### config.mk
export PLATFORM = sky130hd
export DESIGN_NAME = fbce_ctrl
export DESIGN_NICKNAME = d
export VERILOG_FILES = /design/src/hw/rtl/fbce_pkg.sv /design/src/hw/rtl/fbce_ctrl.sv
export SDC_FILE = /design/constraint.sdc
export NUM_CORES = 1
export LEC_CHECK = 0
export ABC_AREA = 1
export BUFFER_PORTS_ARGS = -buffer_cell sky130_fd_sc_hd__buf_2
export CORE_MARGIN = 8
export CORE_UTILIZATION = 35
export CTS_CLUSTER_DIAMETER = 80
export DETAILED_ROUTE_END_ITERATION = 6
export PLACE_DENSITY_LB_ADDON = 0.08
export SLEW_MARGIN = 30
export SYNTH_ARGS = -nofsm -noshare
export SYNTH_HDL_FRONTEND = slang
export SYNTH_SLANG_ARGS = --single-unit
### constraint.sdc
create_clock -name i_clk -period 3.1 [get_ports i_clk]
set_clock_uncertainty 0.05 [all_clocks]
set_input_delay 0.93 -clock i_clk [delete_from_list [all_inputs] [get_ports i_clk]]
set_output_delay 0.93 -clock i_clk [all_outputs]
set_load 0.01 [all_outputs]
### src/hw/rtl/fbce_pkg.sv
`timescale 1ns / 1ps
// ----------------------------------------------------------------------------
// fbce_pkg
// Shared types and constants of the block chain allocator: table geometry,
// link codes, command codes and the request and result bundles.
// ----------------------------------------------------------------------------
package fbce_pkg;

    // table geometry
    localparam int BLOCKS = 1024;
    localparam int BLK_W  = $clog2(BLOCKS);
    localparam int LINK_W = 16;
    localparam int BYTE_W = 8;

    // link table entry codes
    localparam logic [LINK_W-1:0] CODE_FREE = 16'hFFFE;
    localparam logic [LINK_W-1:0] CODE_END  = 16'hFFFF;

    // step and scan counter limit
    localparam logic [BLK_W-1:0] CNT_MAX = BLK_W'(BLOCKS - 1);

    // command codes
    typedef enum logic [1:0] {
        OP_NEW    = 2'd0,
        OP_APPEND = 2'd1,
        OP_FREE   = 2'd2,
        OP_READ   = 2'd3
    } t_op;

    // link table port request
    typedef struct packed {
        logic              we;
        logic [BLK_W-1:0]  waddr;
        logic [LINK_W-1:0] wdata;
        logic [BLK_W-1:0]  raddr;
    } t_link_req;

    // byte store port request
    typedef struct packed {
        logic              we;
        logic [BLK_W-1:0]  waddr;
        logic [BYTE_W-1:0] wdata;
        logic [BLK_W-1:0]  raddr;
    } t_data_req;

    // one result beat
    typedef struct packed {
        logic              status;
        logic [BLK_W-1:0]  block_index;
        logic [BYTE_W-1:0] byte_out;
        logic [BLK_W-1:0]  next_index;
        logic              is_end;
    } t_result;

    // entry holds the number of a next block
    function automatic logic is_link(input logic [LINK_W-1:0] e);
        return e < LINK_W'(BLOCKS);
    endfunction

endpackage

### src/hw/rtl/fbce_ctrl.sv
`timescale 1ns / 1ps
// ----------------------------------------------------------------------------
// fbce_ctrl
// Command sequencer: clears the link table after reset, then walks chains,
// scans for free blocks and rewrites links, one command at a time.
// ----------------------------------------------------------------------------
module fbce_ctrl (
    input  logic                                i_clk,
    input  logic                                i_rst_n,
    // command channel
    input  logic                                i_valid,
    output logic                                o_ready,
    input  logic [1:0]                          i_opcode,
    input  logic [fbce_pkg::BLK_W-1:0]          i_chain_start,
    input  logic [fbce_pkg::BLK_W-1:0]          i_chain_end,
    input  logic [fbce_pkg::BYTE_W-1:0]         i_data_byte,
    // table ports
    output fbce_pkg::t_link_req                 o_link_req,
    input  logic [fbce_pkg::LINK_W-1:0]         i_link_rdata,
    output fbce_pkg::t_data_req                 o_data_req,
    input  logic [fbce_pkg::BYTE_W-1:0]         i_data_rdata,
    // result handoff
    output logic                                o_res_valid,
    input  logic                                i_res_ready,
    output fbce_pkg::t_result                   o_result
);

    import fbce_pkg::*;

    typedef enum logic [12:0] {
        S_CLEAR     = 13'b0000000000001,
        S_IDLE      = 13'b0000000000010,
        S_WALK_RD   = 13'b0000000000100,
        S_WALK_EV   = 13'b0000000001000,
        S_SCAN_RD   = 13'b0000000010000,
        S_SCAN_EV   = 13'b0000000100000,
        S_APP_END   = 13'b0000001000000,
        S_FREE_RD   = 13'b0000010000000,
        S_FREE_EV   = 13'b0000100000000,
        S_FREE_LAST = 13'b0001000000000,
        S_READ_RD   = 13'b0010000000000,
        S_READ_EV   = 13'b0100000000000,
        S_DONE      = 13'b1000000000000
    } t_state;

    t_state            r_state, n_state;
    logic [BLK_W-1:0]  r_cnt,   n_cnt;
    t_op               r_op,    n_op;
    logic [BLK_W-1:0]  r_p,     n_p;
    logic [BLK_W-1:0]  r_last,  n_last;
    logic [BYTE_W-1:0] r_byte,  n_byte;
    logic [BLK_W-1:0]  r_scan,  n_scan;
    logic              r_fail,  n_fail;
    logic [BYTE_W-1:0] r_rbyte, n_rbyte;
    logic [BLK_W-1:0]  r_rnext, n_rnext;
    logic              r_rend,  n_rend;

    logic [BLK_W-1:0]  scan_lim;

    // new chain tries every block, append every block but its own end
    assign scan_lim = (r_op == OP_NEW) ? CNT_MAX : CNT_MAX - BLK_W'(1);

    // sequencer
    always_comb begin
        n_state = r_state;
        n_cnt   = r_cnt;
        n_op    = r_op;
        n_p     = r_p;
        n_last  = r_last;
        n_byte  = r_byte;
        n_scan  = r_scan;
        n_fail  = r_fail;
        n_rbyte = r_rbyte;
        n_rnext = r_rnext;
        n_rend  = r_rend;

        o_link_req       = '0;
        o_link_req.raddr = (r_state == S_SCAN_RD) ? r_scan : r_p;
        o_data_req       = '0;
        o_data_req.raddr = r_p;

        case (r_state)
            // sweep the link table to free after reset
            S_CLEAR: begin
                o_link_req.we    = 1'b1;
                o_link_req.waddr = r_cnt;
                o_link_req.wdata = CODE_FREE;
                n_cnt            = r_cnt + BLK_W'(1);
                if (r_cnt == CNT_MAX) begin
                    n_state = S_IDLE;
                end
            end

            // take a command beat
            S_IDLE: begin
                if (i_valid) begin
                    n_op    = t_op'(i_opcode);
                    n_p     = i_chain_start;
                    n_last  = i_chain_end;
                    n_byte  = i_data_byte;
                    n_cnt   = '0;
                    n_scan  = '0;
                    n_fail  = 1'b0;
                    n_rbyte = '0;
                    n_rnext = '0;
                    n_rend  = 1'b0;
                    case (t_op'(i_opcode))
                        OP_NEW:    n_state = S_SCAN_RD;
                        OP_APPEND: n_state = S_WALK_RD;
                        OP_FREE:   n_state = S_FREE_RD;
                        OP_READ:   n_state = S_READ_RD;
                        default:   n_state = S_IDLE;
                    endcase
                end
            end

            // chain walk to the end block
            S_WALK_RD: begin
                n_state = S_WALK_EV;
            end

            S_WALK_EV: begin
                if (is_link(i_link_rdata) && r_cnt != CNT_MAX) begin
                    n_p     = i_link_rdata[BLK_W-1:0];
                    n_cnt   = r_cnt + BLK_W'(1);
                    n_state = S_WALK_RD;
                end else begin
                    if (is_link(i_link_rdata)) begin
                        n_p = i_link_rdata[BLK_W-1:0];
                    end
                    n_scan  = n_p + BLK_W'(1);
                    n_cnt   = '0;
                    n_state = S_SCAN_RD;
                end
            end

            // free block scan, wrapping past the top
            S_SCAN_RD: begin
                n_state = S_SCAN_EV;
            end

            S_SCAN_EV: begin
                if (i_link_rdata == CODE_FREE) begin
                    if (r_op == OP_NEW) begin
                        o_link_req.we    = 1'b1;
                        o_link_req.waddr = r_scan;
                        o_link_req.wdata = CODE_END;
                        n_state          = S_DONE;
                    end else begin
                        o_link_req.we    = 1'b1;
                        o_link_req.waddr = r_p;
                        o_link_req.wdata = LINK_W'(r_scan);
                        o_data_req.we    = 1'b1;
                        o_data_req.waddr = r_p;
                        o_data_req.wdata = r_byte;
                        n_state          = S_APP_END;
                    end
                end else if (r_cnt == scan_lim) begin
                    n_fail  = 1'b1;
                    n_state = S_DONE;
                end else begin
                    n_scan  = r_scan + BLK_W'(1);
                    n_cnt   = r_cnt + BLK_W'(1);
                    n_state = S_SCAN_RD;
                end
            end

            // mark the new block as the chain end
            S_APP_END: begin
                o_link_req.we    = 1'b1;
                o_link_req.waddr = r_scan;
                o_link_req.wdata = CODE_END;
                n_state          = S_DONE;
            end

            // free walk up to the last block
            S_FREE_RD: begin
                if (r_p == r_last) begin
                    n_state = S_FREE_LAST;
                end else begin
                    n_state = S_FREE_EV;
                end
            end

            S_FREE_EV: begin
                o_link_req.we    = 1'b1;
                o_link_req.waddr = r_p;
                o_link_req.wdata = CODE_FREE;
                if (is_link(i_link_rdata) && r_cnt != CNT_MAX) begin
                    n_p     = i_link_rdata[BLK_W-1:0];
                    n_cnt   = r_cnt + BLK_W'(1);
                    n_state = S_FREE_RD;
                end else begin
                    n_state = S_FREE_LAST;
                end
            end

            S_FREE_LAST: begin
                o_link_req.we    = 1'b1;
                o_link_req.waddr = r_last;
                o_link_req.wdata = CODE_FREE;
                n_state          = S_DONE;
            end

            // single block read
            S_READ_RD: begin
                n_state = S_READ_EV;
            end

            S_READ_EV: begin
                if (i_link_rdata == CODE_END) begin
                    n_rend = 1'b1;
                end else if (is_link(i_link_rdata)) begin
                    n_rbyte = i_data_rdata;
                    n_rnext = i_link_rdata[BLK_W-1:0];
                end
                n_state = S_DONE;
            end

            // hand the result to the output register
            S_DONE: begin
                if (i_res_ready) begin
                    n_state = S_IDLE;
                end
            end

            default: begin
                n_state = S_IDLE;
            end
        endcase
    end

    // control state
    always_ff @(posedge i_clk) begin
        if (!i_rst_n) begin
            r_state <= S_CLEAR;
            r_cnt   <= '0;
        end else begin
            r_state <= n_state;
            r_cnt   <= n_cnt;
        end
    end

    // working registers
    always_ff @(posedge i_clk) begin
        r_op    <= n_op;
        r_p     <= n_p;
        r_last  <= n_last;
        r_byte  <= n_byte;
        r_scan  <= n_scan;
        r_fail  <= n_fail;
        r_rbyte <= n_rbyte;
        r_rnext <= n_rnext;
        r_rend  <= n_rend;
    end

    assign o_ready     = (r_state == S_IDLE);
    assign o_res_valid = (r_state == S_DONE);

    // result fields
    always_comb begin
        o_result             = '0;
        o_result.status      = r_fail;
        o_result.byte_out    = r_rbyte;
        o_result.next_index  = r_rnext;
        o_result.is_end      = r_rend;
        if (!r_fail && (r_op == OP_NEW || r_op == OP_APPEND)) begin
            o_result.block_index = r_scan;
        end
    end

endmodule

After elaboration in Yosys (flattened, before gate mapping)
Index checks and enable logic that the tools add are counted.
- register bits after elaboration: 83
- input port bits: 58
- output and inout port bits: 98
- add/sub/neg operators: 3
- $lt $le $gt $ge: 1
- equal/unequal tests: 34
- muxes and demuxes: 50
- reduce and logical (&&, ||, !) cells: 20
- operator list (operator ; count):
    10-bit 2-to-1 mux ; 20
    13-bit case mux with 11 select lines ; 1
    27-bit case mux with 5 select lines ; 1
    13-bit 2-to-1 mux ; 6
    10-bit case mux with 3 select lines ; 2
    19-bit 2-to-1 mux ; 3
    13-bit case mux with 4 select lines ; 1
    10-bit case mux with 5 select lines ; 1
    16-bit equality test, second input constant ; 2
    10-bit by 1-bit adder with 10-bit output, second input constant ; 3
    27-bit 2-to-1 mux ; 1
    26-bit 2-to-1 mux ; 1
    8-bit 2-to-1 mux ; 3
    10-bit equality test ; 2
    2-bit inequality test, second input constant ; 10
    10-bit case mux with 2 select lines ; 1
    16-bit by 11-bit less-than comparator with 1-bit output, second input constant ; 1
    8-bit case mux with 2 select lines ; 1
    13-bit by 1-bit equality test with 1-bit output, second input constant ; 1
    13-bit by 10-bit equality test with 1-bit output, second input constant ; 1
    13-bit by 11-bit equality test with 1-bit output, second input constant ; 1
    13-bit by 12-bit equality test with 1-bit output, second input constant ; 1
    13-bit equality test, second input constant ; 1
    13-bit by 2-bit equality test with 1-bit output, second input constant ; 1
    other kinds (27) ; 42

Depth between registers and ports, before layout
- depth in word-level cells: 7
- depth in mapped cells: 15

Worst setup path before layout
No wires, ideal clock.
- kind: input-to-output
- start: input port i_link_rdata[14] in the netlist's numbering
- end: output port o_link_req[30] in the netlist's numbering
- data arrival time: 2.103 ns
- required time: 2.120 ns
- path slack: 0.017 ns
- stages: 9
- buffers on the path: 1
- cells stage by stage: nand2_1 > nor4_1 > nand2_1 > inv_1 > nand2_1 > nor2_2 > buf_4 > nand2_1 > nand4_1
- RTL lines (what ; line ; text):
    from (decl) ; fbce_ctrl.sv:19 ; input logic [fbce_pkg::LINK_W-1:0] i_link_rdata,
    to (decl) ; fbce_ctrl.sv:18 ; output fbce_pkg::t_link_req o_link_req,

==> flow_summary.json <==
{
  "drive_above_1_share": 0.341,
  "crit_path_top_delay_cell": "nor2_4",
  "max_cap_viol_count": 0,
  "worstPathRequired_ns": 2.12,
  "cts.path.max_buffers": 2,
  "gr-total-overflow": 0,
  "r2r_end": "r_p[9]",
  "cp-end-kind": "output port",
  "swShare": 0.273,
  "yosysSeqAreaShare": 0.413,
  "total_power_mw": 2.80,
  "setup_tns_ns": -7.44,
  "min_path_cells": 2,
  "max_slew_margin": 0.598,
  "vias": 5961,
  "grt_max_degree": 21,
  "dp_hpwl_um": 16600,
  "cell_internal_pwr_mw": 2.04,
  "synth.avg_cell_area_um2": 7.41,
  "drt_first_pass_iters": 5,
  "num_rows": 45,
  "cts.clk_slew.worst_paths_ns": 0.06,
  "cts_made_buffers": 9,
  "grt_pass1_vias": 5815,
  "ys_types": 46,
  "slowest_delay_ns": 0.18,
  "core_area_um2": 15300,
  "period_needed_ns": 3.36,
  "insertion_delay_ns": 0.35,
  "hold_viol_final": 0,
  "synth.top_cell.area_share": 0.329,
  "drc_errors": 0,
  "wl_per_cell_um": 18.0,
  "r2r_slack_ns": 0.50,
  "start_util": 0.359,
  "cp.buffers_inverters": 5,
  "whs_endpoint": "r_state[11]",
  "power.leakage_nw": 3.65,
  "cts_root_buf": "clkbuf_16",
  "synthTopCellsByCount": "nand2_1, inv_1, nor2_1, edfxtp_1, nand3_1",
  "vias_per_cell": 5.07,
  "failed_checks": "negative setup slack",
  "synth-async-reset-ratio": 0,
  "crit_chain": "buf_6, nand4_1, nor2_2, inv_1, nor2_2, nand2_4, inv_4, nand2_4, nor2_4, buf_6, nand2_4, nand4_1, buf_2",
  "yosysWarnings": 0,
  "rsz0062_at_grt": "true",
  "routed_wl_um": 21100,
  "status": "finished, violations left",
  "seqPwrFrac": 0.439,
  "first_iter_violations": 532,
  "ys_seq_elements": 83,
  "p_per_area_nw_per_um2": 372,
  "cts_max_level": 3,
  "syn_area_um2": 5480,
  "crit_top_cell": "nand2_4",
  "cp.arrival_ns": 2.38,
  "hold_buffers": 0,
  "comb_power_share": 0.167,
  "cp.depth": 13,
  "clock_sinks": 83,
  "start_kind": "input pin",
  "worst_slack_ns": -0.260,
  "n_antenna_cell": 0,
  "rr_worst_depth": 9,
  "hp-class": "reg -> reg",
  "cts_tree": "done",
  "power.switching_mw": 0.766,
  "synthCells": 739,
  "period_share": 1.08,
  "path_max_fanout": 4,
  "fmax_ghz": 0.298,
  "synth_most_common_cell": "nand2_1",
  "peakVddDrop_v": 0.000231,
  "clkPwrFrac": 0.394,
  "gp_congestion": 0.951,
  "antenna_found_initial": 0,
  "worst_pin_slew_ns": 0.603,
  "path_class": "in -> out",
  "yosys.area.top_type": "edfxtp_1",
  "nNetsFinal": 1019,
  "critPathTopFamily": "simple AND/OR/NAND/NOR gates",
  "fillers": 1519,
  "synth-edff-count": 60,
  "slew_violations": 0,
  "grt_first_pass_wirelength_um": 32400,
  "die_y_um": 141,
  "min-delay-start": "r_state[10]",
  "die_x_um": 141,
  "areaGrowthSynthToFinish_pct": 37.6,
  "ant_nets": 0,
  "netlist_top_cells_area": "edfxtp_1, nand2_1, dfxtp_1",
  "grt_use_total": 0.211,
  "synth_nets": 799,
  "r2r-start": "r_state[8]",
  "io_buffers": 155,
  "setup_viol": 46,
  "pin_count": 156,
  "synth_ff_type": "edfxtp_1",
  "dieArea_um2": 19900
}
-- worst max path at each step --
| stage | startpoint | end | slack (ns) |
|---|---|---|---|
| after global placement | i_link_rdata[14] | o_link_req[30] | -0.33 |
| after detailed placement | i_link_rdata[15] | o_link_req[29] | -0.39 |
| after floorplan | i_link_rdata[14] | o_link_req[30] | 0.02 |
| after global routing | i_link_rdata[7] | o_link_req[30] | -0.35 |
| final | i_link_rdata[7] | o_link_req[26] | -0.26 |
| after CTS | i_link_rdata[10] | o_link_req[30] | -0.22 |
-- cell families after synthesis --
kind of cell	count (synthesis)	synth area share
XOR/XNOR	11	0.0176
AND/OR/NAND/NOR	405	0.344
flip-flops	83	0.413
buffers and inverters	145	0.112
adder cells (fa/ha/maj)	2	0.00457
AO/OA/AOI/OAI	93	0.109
-- metal layers --
metal | wire length [um] | part of all wire | track usage | up-vias
met5 | 0 | 0 | 0 | -
met4 | 558 | 0.026 | 0.0826 | 0
met3 | 1560 | 0.074 | 0.0446 | 32
met2 | 10200 | 0.48 | 0.347 | 253
met1 | 8860 | 0.42 | 0.265 | 2801
li1 | - | - | - | 2875
-- worst reg2reg max path: stages, from the launching register on --
cell	delay, ns
dfxtp_1	0.35
nor2_4	0.16
nand2_4	0.08
nor2_8	0.17
buf_4	0.19
nand3_1	0.43
nand2_1	0.27
clkinv_1	0.33
nand2_1	0.17
o221ai_1	0.12
-- power by group through the flow --
stage	Clock [mW]	Combinational (mW)	Sequential, mW
5_1_grt	1.17	0.511	1.23
3_5_place_dp	0	0.435	1.25
3_3_place_gp	0	0.430	1.25
6_report	1.10	0.468	1.23
2_1_floorplan	0	0.251	1.24
4_1_cts	1.12	0.467	1.23
-- cells in the final DEF (no fill, tap or decap), types with 7 or more instances in the layout --
cell,instances
nor2_4,9
inv_1,104
clkbuf_16,9
xor2_1,7
nand4_1,25
buf_2,136
nor3_1,12
o211ai_1,8
buf_6,20
nand2_1,166
nor2_2,19
o21bai_1,13
nand3_1,52
o21ai_0,20
inv_2,9
nand2_4,8
o22ai_1,8
buf_4,74
a21oi_1,21
nand2_2,14
dfxtp_1,23
nor2_1,80
edfxtp_1,60
-- per-stage QoR --
step | hold slack, ns | setup WS (ns) | std cells | util | cell area [um^2]
after floorplan | 0.416 | 0.0173 | 739 | - | 5480
after global placement | 0.449 | -0.326 | 1147 | 0.451 | 6880
after detailed placement | 0.468 | -0.388 | 1147 | 0.451 | 6880
after CTS | 0.478 | -0.217 | 1170 | 0.487 | 7430
after global routing | 0.516 | -0.348 | 1175 | 0.494 | 7540
final | 0.475 | -0.260 | 1175 | 0.494 | 7540
-- timing repair --
action / 4_1_cts / 5_1_grt
resized for setup: 53 / 20
endpoints found under the setup margin: 51 / 55
cloned: 1 / 0
buffers inserted: 7 / 5
hold endpoints to repair: 0 / 0
pin swaps: 6 / 3
-- cell type report --
cell class / count / area [um^2] / area share
clock buffers: 10 / 229 / 0.0304
clock inverters: 6 / 66.3 / 0.00880
inverters: 121 / 467 / 0.0619
multi-input cells: 511 / 2730 / 0.362
flip-flops and latches: 83 / 2260 / 0.300
well taps: 211 / 264 / 0.0350
repair buffers: 233 / 1520 / 0.201
-- flip-flops by register name, summed over array words and instances (netlist names) --
signal   count
r_scan      10
r_p         10
r_cnt       10
r_last      10
r_state     13
r_op         2
r_rnext     10
r_fail       1
r_rbyte      8
r_byte       8
r_rend       1
Power figures use the tool's default switching activity.
